### src/hw/rtl/ffha_pkg.sv
// Shared constants, codes and types of the first-fit heap allocator
package ffha_pkg;

  localparam int unsigned MAX_BLOCKS   = 64;
  localparam int unsigned ADDRESS_BITS = 32;
  localparam int unsigned HEADER_BYTES = 16;
  localparam int unsigned DATA_W       = 32;

  typedef enum logic [2:0] {
    ST_REUSED  = 3'd0,
    ST_GROWN   = 3'd1,
    ST_ZERO    = 3'd2,
    ST_NOROOM  = 3'd3,
    ST_TRIMMED = 3'd4,
    ST_MARKED  = 3'd5,
    ST_NULL    = 3'd6,
    ST_UNKNOWN = 3'd7
  } status_e;

  typedef enum logic {
    CMD_ALLOC = 1'b0,
    CMD_FREE  = 1'b1
  } cmd_e;

  typedef enum logic {
    REG_HEAP_BASE  = 1'b0,
    REG_HEAP_LIMIT = 1'b1
  } reg_e;

  typedef struct packed {
    logic [DATA_W-1:0] heap_base;
    logic [DATA_W-1:0] heap_limit;
    logic              base_load;
  } cfg_t;

endpackage

### src/hw/rtl/ffha_ram.sv
// Block table memory: one write port, one registered read port
module ffha_ram #(
  parameter int unsigned DEPTH = ffha_pkg::MAX_BLOCKS,
  parameter int unsigned WIDTH = 2 * ffha_pkg::DATA_W,
  localparam int unsigned AW   = (DEPTH > 1) ? $clog2(DEPTH) : 1
) (
  input  logic             clk_i,
  input  logic             rd_en_i,
  input  logic [AW-1:0]    rd_addr_i,
  output logic [WIDTH-1:0] rd_data_o,
  input  logic             wr_en_i,
  input  logic [AW-1:0]    wr_addr_i,
  input  logic [WIDTH-1:0] wr_data_i
);

  logic [WIDTH-1:0] mem [DEPTH];
  logic [WIDTH-1:0] rd_data_q;

  always_ff @(posedge clk_i) begin
    if (wr_en_i) begin
      mem[wr_addr_i] <= wr_data_i;
    end
  end

  always_ff @(posedge clk_i) begin
    if (rd_en_i) begin
      rd_data_q <= mem[rd_addr_i];
    end
  end

  assign rd_data_o = rd_data_q;

endmodule

### src/hw/rtl/ffha_ctrl.sv
// Allocator sequencer: table scan, grow, trim and result register
module ffha_ctrl #(
  parameter int unsigned MAX_BLOCKS = ffha_pkg::MAX_BLOCKS,
  localparam int unsigned IDX_W     = (MAX_BLOCKS > 1) ? $clog2(MAX_BLOCKS) : 1,
  localparam int unsigned DW        = ffha_pkg::DATA_W,
  localparam int unsigned ENT_W     = 2 * DW
) (
  input  logic                    clk_i,
  input  logic                    rst_ni,
  input  ffha_pkg::cfg_t          cfg_i,
  input  logic                    in_valid_i,
  output logic                    in_ready_o,
  input  logic                    cmd_i,
  input  logic [DW-1:0]           alloc_size_i,
  input  logic [DW-1:0]           free_address_i,
  output logic                    out_valid_o,
  input  logic                    out_ready_i,
  output logic [DW-1:0]           result_address_o,
  output ffha_pkg::status_e       status_o,
  output logic                    ram_rd_en_o,
  output logic [IDX_W-1:0]        ram_rd_addr_o,
  input  logic [ENT_W-1:0]        ram_rd_data_i,
  output logic                    ram_wr_en_o,
  output logic [IDX_W-1:0]        ram_wr_addr_o,
  output logic [ENT_W-1:0]        ram_wr_data_o
);

  localparam int unsigned CNT_W = $clog2(MAX_BLOCKS + 1);
  localparam int unsigned SUM_W = DW + 2;
  localparam logic [SUM_W-1:0] HDR = SUM_W'(ffha_pkg::HEADER_BYTES);
  localparam logic [SUM_W-1:0] ADDR_MASK = (ffha_pkg::ADDRESS_BITS >= SUM_W) ? '1 :
    SUM_W'((64'd1 << ffha_pkg::ADDRESS_BITS) - 64'd1);

  typedef enum logic [1:0] {
    S_IDLE,
    S_SCAN,
    S_DONE
  } state_e;

  state_e            state_q, state_d;
  logic              cmd_q, cmd_d;
  logic [DW-1:0]     size_q, size_d;
  logic [DW-1:0]     faddr_q, faddr_d;
  logic [CNT_W-1:0]  rd_idx_q, rd_idx_d;
  logic              chk_vld_q, chk_vld_d;
  logic [IDX_W-1:0]  chk_idx_q, chk_idx_d;
  logic [CNT_W-1:0]  count_q, count_d;
  logic [DW-1:0]     break_q, break_d;
  logic [MAX_BLOCKS-1:0] free_q, free_d;
  logic [DW-1:0]     pend_addr_q, pend_addr_d;
  ffha_pkg::status_e pend_status_q, pend_status_d;
  logic              out_valid_q, out_valid_d;
  logic [DW-1:0]     res_addr_q, res_addr_d;
  ffha_pkg::status_e res_status_q, res_status_d;

  logic [DW-1:0]    ent_size, ent_payload;
  logic [SUM_W-1:0] grow_sum, limit_ext, top_addr, drop;
  logic [DW-1:0]    grow_payload, trim_break;
  logic             hit, is_last, table_full;

  assign ent_size     = ram_rd_data_i[ENT_W-1:DW];
  assign ent_payload  = ram_rd_data_i[DW-1:0];
  assign grow_sum     = {2'b00, break_q} + HDR + {2'b00, size_q};
  assign grow_payload = break_q + HDR[DW-1:0];
  assign limit_ext    = {2'b00, cfg_i.heap_limit};
  assign top_addr     = (limit_ext < ADDR_MASK) ? limit_ext : ADDR_MASK;
  assign drop         = {2'b00, ent_size} + HDR;
  assign trim_break   = ({2'b00, break_q} >= drop) ? (break_q - drop[DW-1:0])
                                                   : cfg_i.heap_base;
  assign table_full   = count_q >= CNT_W'(MAX_BLOCKS);
  assign is_last      = (CNT_W'(chk_idx_q) + CNT_W'(1)) == count_q;
  assign hit = chk_vld_q && ((cmd_q == ffha_pkg::CMD_ALLOC)
             ? (free_q[chk_idx_q] && (ent_size >= size_q))
             : (ent_payload == faddr_q));

  assign in_ready_o       = (state_q == S_IDLE);
  assign out_valid_o      = out_valid_q;
  assign result_address_o = res_addr_q;
  assign status_o         = res_status_q;
  assign ram_rd_addr_o    = rd_idx_q[IDX_W-1:0];
  assign ram_wr_addr_o    = count_q[IDX_W-1:0];
  assign ram_wr_data_o    = {size_q, grow_payload};

  always_comb begin
    state_d       = state_q;
    cmd_d         = cmd_q;
    size_d        = size_q;
    faddr_d       = faddr_q;
    rd_idx_d      = rd_idx_q;
    chk_vld_d     = chk_vld_q;
    chk_idx_d     = chk_idx_q;
    count_d       = count_q;
    break_d       = break_q;
    free_d        = free_q;
    pend_addr_d   = pend_addr_q;
    pend_status_d = pend_status_q;
    out_valid_d   = out_valid_q;
    res_addr_d    = res_addr_q;
    res_status_d  = res_status_q;
    ram_rd_en_o   = 1'b0;
    ram_wr_en_o   = 1'b0;

    if (cfg_i.base_load && (count_q == '0)) begin
      break_d = cfg_i.heap_base;
    end
    if (out_valid_q && out_ready_i) begin
      out_valid_d = 1'b0;
    end

    case (state_q)
      S_IDLE: begin
        if (in_valid_i) begin
          cmd_d       = cmd_i;
          size_d      = alloc_size_i;
          faddr_d     = free_address_i;
          rd_idx_d    = '0;
          chk_vld_d   = 1'b0;
          pend_addr_d = '0;
          if ((cmd_i == ffha_pkg::CMD_ALLOC) && (alloc_size_i == '0)) begin
            pend_status_d = ffha_pkg::ST_ZERO;
            state_d       = S_DONE;
          end else if ((cmd_i == ffha_pkg::CMD_FREE) && (free_address_i == '0)) begin
            pend_status_d = ffha_pkg::ST_NULL;
            state_d       = S_DONE;
          end else begin
            state_d = S_SCAN;
          end
        end
      end
      S_SCAN: begin
        if (hit) begin
          chk_vld_d = 1'b0;
          state_d   = S_DONE;
          if (cmd_q == ffha_pkg::CMD_ALLOC) begin
            free_d[chk_idx_q] = 1'b0;
            pend_addr_d       = ent_payload;
            pend_status_d     = ffha_pkg::ST_REUSED;
          end else if (is_last) begin
            // popping the top block lowers the break
            free_d[chk_idx_q] = 1'b0;
            count_d           = CNT_W'(chk_idx_q);
            break_d           = trim_break;
            pend_status_d     = ffha_pkg::ST_TRIMMED;
          end else begin
            free_d[chk_idx_q] = 1'b1;
            pend_status_d     = ffha_pkg::ST_MARKED;
          end
        end else if (rd_idx_q >= count_q) begin
          chk_vld_d = 1'b0;
          state_d   = S_DONE;
          if (cmd_q == ffha_pkg::CMD_FREE) begin
            pend_status_d = ffha_pkg::ST_UNKNOWN;
          end else if (table_full || (grow_sum > top_addr)) begin
            pend_status_d = ffha_pkg::ST_NOROOM;
          end else begin
            ram_wr_en_o                 = 1'b1;
            free_d[count_q[IDX_W-1:0]] = 1'b0;
            count_d                     = count_q + CNT_W'(1);
            break_d                     = grow_sum[DW-1:0];
            pend_addr_d                 = grow_payload;
            pend_status_d               = ffha_pkg::ST_GROWN;
          end
        end else begin
          ram_rd_en_o = 1'b1;
          rd_idx_d    = rd_idx_q + CNT_W'(1);
          chk_vld_d   = 1'b1;
          chk_idx_d   = rd_idx_q[IDX_W-1:0];
        end
      end
      S_DONE: begin
        if (!out_valid_q || out_ready_i) begin
          out_valid_d  = 1'b1;
          res_addr_d   = pend_addr_q;
          res_status_d = pend_status_q;
          state_d      = S_IDLE;
        end
      end
      default: begin
        state_d = S_IDLE;
      end
    endcase
  end

  always_ff @(posedge clk_i or negedge rst_ni) begin
    if (!rst_ni) begin
      state_q       <= S_IDLE;
      cmd_q         <= 1'b0;
      size_q        <= '0;
      faddr_q       <= '0;
      rd_idx_q      <= '0;
      chk_vld_q     <= 1'b0;
      chk_idx_q     <= '0;
      count_q       <= '0;
      break_q       <= '0;
      free_q        <= '0;
      pend_addr_q   <= '0;
      pend_status_q <= ffha_pkg::ST_REUSED;
      out_valid_q   <= 1'b0;
      res_addr_q    <= '0;
      res_status_q  <= ffha_pkg::ST_REUSED;
    end else begin
      state_q       <= state_d;
      cmd_q         <= cmd_d;
      size_q        <= size_d;
      faddr_q       <= faddr_d;
      rd_idx_q      <= rd_idx_d;
      chk_vld_q     <= chk_vld_d;
      chk_idx_q     <= chk_idx_d;
      count_q       <= count_d;
      break_q       <= break_d;
      free_q        <= free_d;
      pend_addr_q   <= pend_addr_d;
      pend_status_q <= pend_status_d;
      out_valid_q   <= out_valid_d;
      res_addr_q    <= res_addr_d;
      res_status_q  <= res_status_d;
    end
  end

endmodule

### src/hw/rtl/first_fit_heap_allocator_top.sv
// First-fit heap allocator: a table of blocks in creation order, one entry per memory
// word, searched first-fit for allocate and by payload address for free. One word is
// taken at a time; an allocate or free that scans the table reads the table memory one
// entry per cycle; a zero-size allocate or a null free skips the scan. A new word is
// taken while a finished result still waits on the output. No clearing pass follows
// reset. The user must write heap_base and heap_limit only while the block is idle; the
// block itself does not enforce it.
module first_fit_heap_allocator_top #(
  parameter int unsigned MAX_BLOCKS = ffha_pkg::MAX_BLOCKS
) (
  input  logic        clk_i,
  input  logic        rst_ni,
  input  logic        cfg_we_i,
  input  logic        cfg_index_i,
  input  logic [31:0] cfg_wdata_i,
  input  logic        in_valid_i,
  output logic        in_ready_o,
  input  logic        cmd_i,
  input  logic [31:0] alloc_size_i,
  input  logic [31:0] free_address_i,
  output logic        out_valid_o,
  input  logic        out_ready_i,
  output logic [31:0] result_address_o,
  output logic [2:0]  status_o
);

  localparam int unsigned IDX_W = (MAX_BLOCKS > 1) ? $clog2(MAX_BLOCKS) : 1;
  localparam int unsigned ENT_W = 2 * ffha_pkg::DATA_W;

  logic [31:0]       heap_base_q, heap_base_d;
  logic [31:0]       heap_limit_q, heap_limit_d;
  ffha_pkg::cfg_t    cfg;
  ffha_pkg::status_e status;
  logic              ram_rd_en, ram_wr_en;
  logic [IDX_W-1:0]  ram_rd_addr, ram_wr_addr;
  logic [ENT_W-1:0]  ram_rd_data, ram_wr_data;

  always_comb begin
    heap_base_d  = heap_base_q;
    heap_limit_d = heap_limit_q;
    if (cfg_we_i) begin
      case (cfg_index_i)
        ffha_pkg::REG_HEAP_BASE:  heap_base_d  = cfg_wdata_i;
        ffha_pkg::REG_HEAP_LIMIT: heap_limit_d = cfg_wdata_i;
        default: ;
      endcase
    end
  end

  always_ff @(posedge clk_i or negedge rst_ni) begin
    if (!rst_ni) begin
      heap_base_q  <= '0;
      heap_limit_q <= '1;
    end else begin
      heap_base_q  <= heap_base_d;
      heap_limit_q <= heap_limit_d;
    end
  end

  assign cfg.heap_base  = heap_base_d;
  assign cfg.heap_limit = heap_limit_q;
  assign cfg.base_load  = cfg_we_i && (cfg_index_i == ffha_pkg::REG_HEAP_BASE);
  assign status_o       = status;

  ffha_ctrl #(
    .MAX_BLOCKS(MAX_BLOCKS)
  ) u_ctrl (
    .clk_i            (clk_i),
    .rst_ni           (rst_ni),
    .cfg_i            (cfg),
    .in_valid_i       (in_valid_i),
    .in_ready_o       (in_ready_o),
    .cmd_i            (cmd_i),
    .alloc_size_i     (alloc_size_i),
    .free_address_i   (free_address_i),
    .out_valid_o      (out_valid_o),
    .out_ready_i      (out_ready_i),
    .result_address_o (result_address_o),
    .status_o         (status),
    .ram_rd_en_o      (ram_rd_en),
    .ram_rd_addr_o    (ram_rd_addr),
    .ram_rd_data_i    (ram_rd_data),
    .ram_wr_en_o      (ram_wr_en),
    .ram_wr_addr_o    (ram_wr_addr),
    .ram_wr_data_o    (ram_wr_data)
  );

  ffha_ram #(
    .DEPTH(MAX_BLOCKS),
    .WIDTH(ENT_W)
  ) u_ram (
    .clk_i     (clk_i),
    .rd_en_i   (ram_rd_en),
    .rd_addr_i (ram_rd_addr),
    .rd_data_o (ram_rd_data),
    .wr_en_i   (ram_wr_en),
    .wr_addr_i (ram_wr_addr),
    .wr_data_i (ram_wr_data)
  );

endmodule

### config.mk
export PLATFORM = sky130hd
export DESIGN_NAME = first_fit_heap_allocator_top
export DESIGN_NICKNAME = d
export VERILOG_FILES = /design/src/hw/rtl/ffha_pkg.sv /design/src/hw/rtl/ffha_ram.sv /design/src/hw/rtl/ffha_ctrl.sv /design/src/hw/rtl/first_fit_heap_allocator_top.sv
export SDC_FILE = /design/constraint.sdc
export NUM_CORES = 2
export LEC_CHECK = 0
export BUFFER_PORTS_ARGS = -buffer_cell sky130_fd_sc_hd__buf_2
export CAP_MARGIN = 20
export CORE_MARGIN = 4
export CORE_UTILIZATION = 52
export DETAILED_ROUTE_END_ITERATION = 16
export PLACE_DENSITY = 0.72
export SLEW_MARGIN = 30
export SYNTH_ARGS = -nofsm -noshare
export SYNTH_HDL_FRONTEND = slang
export SYNTH_SLANG_ARGS = --single-unit
export TNS_END_PERCENT = 20
### constraint.sdc
create_clock -name clk_i -period 12.9 [get_ports clk_i]
set_input_delay 0.645 -clock clk_i [delete_from_list [all_inputs] [get_ports clk_i]]
set_output_delay 0.645 -clock clk_i [all_outputs]
set_load 0.01 [all_outputs]
Yosys cells after proc, flatten, opt, wreduce, memory -nomap -nowiden
Memories as Yosys holds them, arrays and structs flattened. A register that Yosys moved wholly into a read port is not among the register bits.
Cells that the tools add are included.
- flip-flop bits (word level): 319
- bits in writable memories: 4096
- output and inout bits: 37
- bits of input ports: 103
- memories kept: 1
- memories (name ; depth ; width ; read ports ; clocked after memory_dff ; wr ports ; RTL line ; RTL):
    u_ram.mem ; 64 ; 64 ; 1 ; 1 ; 1 ; ffha_ram.sv:16 ; logic [WIDTH-1:0] mem [DEPTH];
- order comparisons: 10
- bitwise gates (word level): 9
- reduce and logical (&&, ||, !) cells: 29
- eq/ne operators: 16
- $add $sub $neg: 8
- multiplexer cells: 74
- operators by type and width (kind ; count):
    two-way mux 32 bit ; 18
    two-way mux 64 bit ; 6
    bitwise AND 64 bit ; 2
    NOT 64 bit ; 2
    adder 32 x 5 -> 33 bit (second input constant) ; 2
    zero test 32 bit ; 2
    OR 64 bit ; 1
    case mux 32 bit (2 select lines) ; 1
    two-way mux 7 bit ; 9
    adder 34 x 32 -> 34 bit ; 1
    >= comparator 32 x 34 -> 1 bit ; 1
    > comparator 34 bit ; 1
    adder 32 x 5 -> 32 bit (second input constant) ; 1
    == test 32 bit ; 1
    >= comparator 32 bit ; 1
    < comparator 32 bit (second input constant) ; 1
    subtractor 32 bit ; 1
    two-way mux 3 bit ; 7
    two-way mux 1 bit ; 19
    adder 7 x 1 -> 7 bit (second input constant) ; 2
    < comparator 6 x 7 -> 1 bit (second input constant) ; 2
    two-way mux 2 bit ; 7
    case mux 7 bit (2 select lines) ; 1
    demux 1 bit (select 6 bit) ; 2
    other kinds (27) ; 55

Depth between registers and ports, before layout
- word-level depth: 11
- depth in mapped cells: 28
- mapped depth without buffers: 25

By module
A second synthesis with hierarchy kept.
- cell total of the unflattened synthesis: 9398
- area, all modules: 180510.6 um2
- modules (own cells, without submodules) (module ; area each (um2) ; cells each ; instances ; seq. area each (um2)):
    ffha_ram ; 157348.4 ; 6783 ; 1 ; 124919.8
    ffha_ctrl ; 20623.5 ; 2477 ; 1 ; 6381.1
    first_fit_heap_allocator_top ; 2538.7 ; 138 ; 1 ; 1641.6

Worst setup path before layout
OpenSTA, ideal clock, no wires.
- path type: register to register
- start point: reg u_ctrl.break_q[7]
- end point: mem u_ram.mem[7][0] (netlist bit), enable pin
- buffers on the path: 1
- required time: 12.335 ns
- arrival time: 11.264 ns
- stages on the path, launching flop included: 26
- library setup time: 0.565 ns
- setup slack: 1.071 ns
- cell sequence: dfrtp_1 > and4_1 > nand4_1 > or3_1 > nor2_1 > xor2_1 > ha_1 > and4_1 > a21boi_0 > o31ai_1 > a31oi_1 > a31o_2 > nand3_1 > mux2i_1 > nor2_1 > ha_1 > nand4_1 > nor4b_1 > a21oi_1 > a21oi_1 > o211a_1 > o211ai_2 > nor2_1 > nand2_1 > buf_2 > nor3_1
- cells in the longest elaborated chain, start to end: 11
- ends and longest elaborated chain (element ; RTL line ; RTL):
    from (decl) ; ffha_ctrl.sv:48 ; logic [DW-1:0] break_q, break_d;
    from (signal assigned) ; ffha_ctrl.sv:210 ; break_q <= break_d;
    adder 32 x 5 -> 33 bit ; ffha_ctrl.sv:63 ; assign grow_sum = {2'b00, break_q} + HDR + {2'b00, size_q};
    adder 34 x 32 -> 34 bit ; ffha_ctrl.sv:63 ;
    > comparator 34 bit ; ffha_ctrl.sv:153 ; end else if (table_full || (grow_sum > top_addr)) begin
    logical OR 1 bit ; ffha_ctrl.sv:153 ;
    two-way mux 1 bit ; ffha_ctrl.sv:153 ;
    two-way mux 1 bit ; ffha_ctrl.sv:151 ; if (cmd_q == ffha_pkg::CMD_FREE) begin
    two-way mux 1 bit ; ffha_ctrl.sv:148 ; end else if (rd_idx_q >= count_q) begin
    two-way mux 1 bit ; ffha_ctrl.sv:131 ; if (hit) begin
    two-way mux 1 bit ; ffha_ctrl.sv:110 ; case (state_q)
    two-way mux 1 bit ; ffha_ram.sv:20 ; if (wr_en_i) begin
    two-way mux 1 bit (implied by the code) ; ffha_ram.sv:21 ; mem[wr_addr_i] <= wr_data_i;
    to (decl) ; ffha_ram.sv:16 ;
No other way between the ends.

Final worst setup path
- start point: reg u_ctrl.break_q[7]
- end point: mem u_ram.mem[61][46] (netlist bit), enable pin
The elaborated chain is that of the path after synthesis.

==> run summary <==
- 0 — post-CTS setup buffer count
- 0.255 — share of total power in combinational logic
- 54 — initial antenna violation count
- 0.928 — final weighted congestion in routability-driven placement
- u_ctrl.break_q[7] — FF-to-FF Start
- 87 — Netlist cell types
- 67 — crit path max fanout
- 2.36 ns — worst setup timing slack at the placement stage
- 0.0135 W — P_sw
- 0 — number of nets with antenna violations after routing
- 356000 µm² — full die area
- 0 — Max Transition Viols Final
- 0 — Final Hold Viols
- 27 — number of cells on the worst reg-to-reg path
- 140 — I/O Pins
- 12.9% — layout-stage area growth over the synthesis result
- 92933 — via count of the first global-routing pass
- 95549 — DR vias
- 0 — drc violations
- 10.50 ns — min cycle time layout
- 21.0 µm² — Post-Synthesis Mean Instance Area
- 0 — number of setup violations in the final report
- flip-flop — Setup crit end kind
- 734 mm — global-route wire length before repair
- 4160 — number of enable-type register cells in the synthesized netlist
- 0.0941 ns — Clock Skew
- u_ram.mem[61][46] — terminus of the critical flop-to-flop path
- 0.0712 — async set-or-reset flop fraction in the synthesized netlist
- reg -> reg — crit path kind
- 2.40 ns — R2R setup slack
- sky130_fd_sc_hd__clkbuf_16 — Clk Tree Root Cell
- 0 — total overflow reported by the global router
- 0.230 mV — maximum VDD drop
- 6 — detailed-routing iteration count for the pre-antenna-repair pass
- 209 nW/µm² — power density over the cells
- 0 — max-capacitance violation count
- 0.291 — layout cells sized above 1
- 0.293 — GRT Total Usage
- 0 — number of gates resized after CTS
- false — RSZ-0062 raised after global routing
- 597 µm — die outline height
- 137 — pin count of the biggest net entering global routing
- sky130_fd_sc_hd__edfxtp_1 — most used flip-flop cell after synthesis
- 2.40 ns — final worst slack
- 1.15 ns — transition at the pin with the smallest max-transition slack
- 1.01 ns — clk_lat worst skew
- 3 — Min-Delay Path Depth
- 0.318 — sw frac
- 8831 — syn nets
- 4479 — total number of clock tree sinks
- 4 — buffer levels on the longest clock path
- 37.5 µm — drt wl/cell
- completed — run status
- 316 mm — HPWL reported at the end of detailed placement
- done — TritonCTS clock tree
- 0.06 ns — post-CTS clock slew at the launch and capture registers of the worst setup and hold paths
- 11.06 ns — crit path DAT
- 597 µm — overall die width
- 525 mm — final routed wirelength across all metal layers
- 0.524 — Initial Utilization
- 9310 — number of nets in the finished design
- 4479 — Synth Register Bits
- 80 — number of buffers inserted for hold repair after clock tree synthesis
- 0.294 — Clk network pwr share
- 0 — Yosys warning count
- 0.0290 W — Int Power
- 0.738 — sequential area share after synthesis
- 0.235 — headroom to the max-slew limit
- 139 — Port-buffer cells
- 64.2 nW — leakage power summed over all cells
- 95.3 MHz — Max Freq
- 16332 — drt initial violations
- 0.451 — Sequential Power Share
- 203000 µm² — cell area after layout
- 13.46 ns — data required time of the critical path
- 215 — placement row count
- flip-flop — kind of start point of the critical path
- 0 ns — final setup TNS
- u_ctrl.size_q[6] — worst hold path endpoint
- 180000 µm² — cell area after technology mapping
- 6.83 — post-detailed-route via-to-cell ratio
- 432 — total CTS buffers
- 5 — H-tree depth reported by CTS
- 8580 — number of cells produced by synthesis
- in -> reg — path class of the lowest-slack min-delay path
- 188000 µm² — Placement Cell Area
- alloc_size_i[6] — startpoint of the lowest-slack hold path
- 0.0637 ns — worst slack on hold paths
- 344000 µm² — area of the placeable core
- 0.814 — Final period util
## Yosys cell counts, types with 8 or more instances
cell type                     n  area (µm²)
sky130_fd_sc_hd__nor3b_1     10        75.1
sky130_fd_sc_hd__a211oi_1    25         188
sky130_fd_sc_hd__dfrtp_1    287        7180
sky130_fd_sc_hd__a211o_1     17         149
sky130_fd_sc_hd__buf_1      100         375
sky130_fd_sc_hd__o21ai_0    174         871
sky130_fd_sc_hd__o211a_1     13         130
sky130_fd_sc_hd__a31oi_1     12        75.1
sky130_fd_sc_hd__xor2_1      58         508
sky130_fd_sc_hd__nand4_1     46         288
sky130_fd_sc_hd__a221oi_1    67         587
sky130_fd_sc_hd__mux2i_1     71         711
sky130_fd_sc_hd__and4_1       9        78.8
sky130_fd_sc_hd__mux2_2     125        1410
sky130_fd_sc_hd__and3_1      32         200
sky130_fd_sc_hd__and2_1      11        68.8
sky130_fd_sc_hd__nand3_1    131         656
sky130_fd_sc_hd__nand2_1    313        1170
sky130_fd_sc_hd__edfxtp_1  4160      125000
sky130_fd_sc_hd__xnor2_1     92         806
sky130_fd_sc_hd__nor2_1     206         773
sky130_fd_sc_hd__nor4_1      22         138
sky130_fd_sc_hd__buf_6        8        90.1
sky130_fd_sc_hd__clkbuf_1   325        1220
sky130_fd_sc_hd__a21o_1      35         263
sky130_fd_sc_hd__o211ai_1    20         150
sky130_fd_sc_hd__o22a_1      60         526
sky130_fd_sc_hd__o22ai_1      8        50.1
sky130_fd_sc_hd__nand2b_1    21         131
sky130_fd_sc_hd__a21oi_1    243        1220
sky130_fd_sc_hd__inv_1      120         450
sky130_fd_sc_hd__ha_1       146        1830
sky130_fd_sc_hd__dfstp_2     32         841
sky130_fd_sc_hd__o21a_1      19         143
sky130_fd_sc_hd__buf_2       39         195
sky130_fd_sc_hd__nor2b_1     21         131
sky130_fd_sc_hd__or3_1        9        56.3
sky130_fd_sc_hd__mux4_2    1354       30500
sky130_fd_sc_hd__nor3_1      37         185
## sequential cells by signal, summed over array words and instances (netlist names), named ones only
name                     count
u_ctrl.rd_idx_q              7
u_ctrl.state_q               2
u_ctrl.break_q              32
u_ctrl.chk_idx_q             6
u_ctrl.faddr_q              32
u_ram.mem                 4096
u_ram.rd_data_o             64
u_ctrl.count_q               7
u_ctrl.size_q               32
u_ctrl.chk_vld_q             1
u_ctrl.pend_status_q         3
u_ctrl.result_address_o     32
heap_limit_q                32
u_ctrl.status_o              3
u_ctrl.out_valid_o           1
u_ctrl.cmd_q                 1
u_ctrl.pend_addr_q          32
heap_base_q                 32
## through the flow
step	total power, W	instances	util
global route	0.0439	13972	0.591
floorplan	0.0255	8580	-
finish	0.0425	13993	0.591
detailed placement	0.0300	13089	0.547
global placement	0.0298	13079	0.547
CTS	0.0424	13958	0.590
## layout make-up
cell class | instances | area (µm²)
diodes | 22 | 55.1
fillers | 23654 | 141000
inverters | 124 | 470
well taps | 4557 | 5700
clock buffers | 521 | 11300
repair buffers | 519 | 4390
clock inverters | 268 | 2550
flip-flops and latches | 4479 | 133000
multi-input cells | 3503 | 45900
## how the worst max path moves through the flow
stage / start / to / slack, ns / cells after the start
finish: u_ctrl.break_q[7] / u_ram.mem[61][46] / 2.40 / 27
global route: u_ctrl.break_q[7] / u_ram.mem[61][46] / 1.89 / 29
CTS: u_ctrl.break_q[7] / u_ram.mem[51][60] / 2.26 / 28
detailed placement: u_ctrl.break_q[7] / u_ram.mem[51][48] / 2.36 / 28
global placement: u_ctrl.break_q[7] / u_ram.mem[51][48] / 2.36 / 28
floorplan: u_ctrl.break_q[7] / u_ram.mem[7][0] / 1.07 / 25
## routing by layer
| metal | wire (µm) | up-vias | global-route usage |
|---|---|---|---|
| met1 | 190000 | 50239 | 0.415 |
| met3 | 69100 | 1015 | 0.0777 |
| met2 | 243000 | 7353 | 0.445 |
| met5 | 301 | - | 0 |
| li1 | - | 36900 | - |
| met4 | 22300 | 42 | 0.104 |
## critical path: stages, from the launching register on
cell                        delay, ns
sky130_fd_sc_hd__dfrtp_1         0.60
sky130_fd_sc_hd__and4_1          0.32
sky130_fd_sc_hd__nand2_1         0.10
sky130_fd_sc_hd__xnor2_2         0.13
sky130_fd_sc_hd__buf_4           0.70
sky130_fd_sc_hd__ha_1            0.42
sky130_fd_sc_hd__a211o_1         0.13
sky130_fd_sc_hd__a21oi_1         0.05
sky130_fd_sc_hd__a2111oi_0       0.90
sky130_fd_sc_hd__a21oi_1         0.24
sky130_fd_sc_hd__nor2b_1         0.36
sky130_fd_sc_hd__a2111oi_0       0.16
sky130_fd_sc_hd__nor3_1          0.24
sky130_fd_sc_hd__xor2_1          0.29
sky130_fd_sc_hd__ha_1            0.19
sky130_fd_sc_hd__nand4_1         0.18
sky130_fd_sc_hd__nor4_1          0.56
sky130_fd_sc_hd__a21oi_1         0.16
sky130_fd_sc_hd__a21oi_1         0.21
sky130_fd_sc_hd__o211a_1         0.19
sky130_fd_sc_hd__o211ai_2        0.08
sky130_fd_sc_hd__buf_4           0.23
sky130_fd_sc_hd__nor4_4          0.69
sky130_fd_sc_hd__buf_4           0.36
sky130_fd_sc_hd__nand4_1         0.81
sky130_fd_sc_hd__nor2_4          0.31
sky130_fd_sc_hd__buf_4           0.59
sky130_fd_sc_hd__buf_4           0.72
## power groups by stage
stage	clock [W]	sequential, W	combinational [W]
floorplan	0	0.0196	0.00584
global placement	0	0.0194	0.0104
detailed placement	0	0.0195	0.0106
CTS	0.0126	0.0192	0.0106
global route	0.0133	0.0192	0.0114
finish	0.0125	0.0192	0.0109
## cells by family (layout without fill, tap and decap cells)
family,count (synthesis),after routing,share of synthesized area
adder cells (fa/ha/maj),148,148,0.0104
AND/OR/NAND/NOR,885,885,0.0228
buffers and inverters,598,1432,0.0131
flip-flops,4479,4479,0.738
multiplexers,1555,1555,0.181
other,0,22,0
XOR/XNOR,150,150,0.00729
AO/OA/AOI/OAI,765,765,0.0277
## cell usage in the layout (no fill, tap or decap), drive strengths merged, types with 22 or more instances in the layout
cell / count
a211oi: 26
a21o: 35
a21oi: 244
a221oi: 67
and3: 32
buf: 439
bufinv: 39
clkbuf: 521
clkinv: 175
clkinvlp: 37
dfrtp: 287
dfstp: 32
diode: 22
dlygate4sd3: 80
edfxtp: 4160
ha: 146
inv: 141
mux2: 130
mux2i: 71
mux4: 1354
nand2: 313
nand3: 132
nand4: 46
nor2: 206
nor3: 39
nor4: 23
o21ai: 181
o22a: 60
xnor2: 92
xor2: 58
Note: power is estimated with default switching activity, not from simulation.
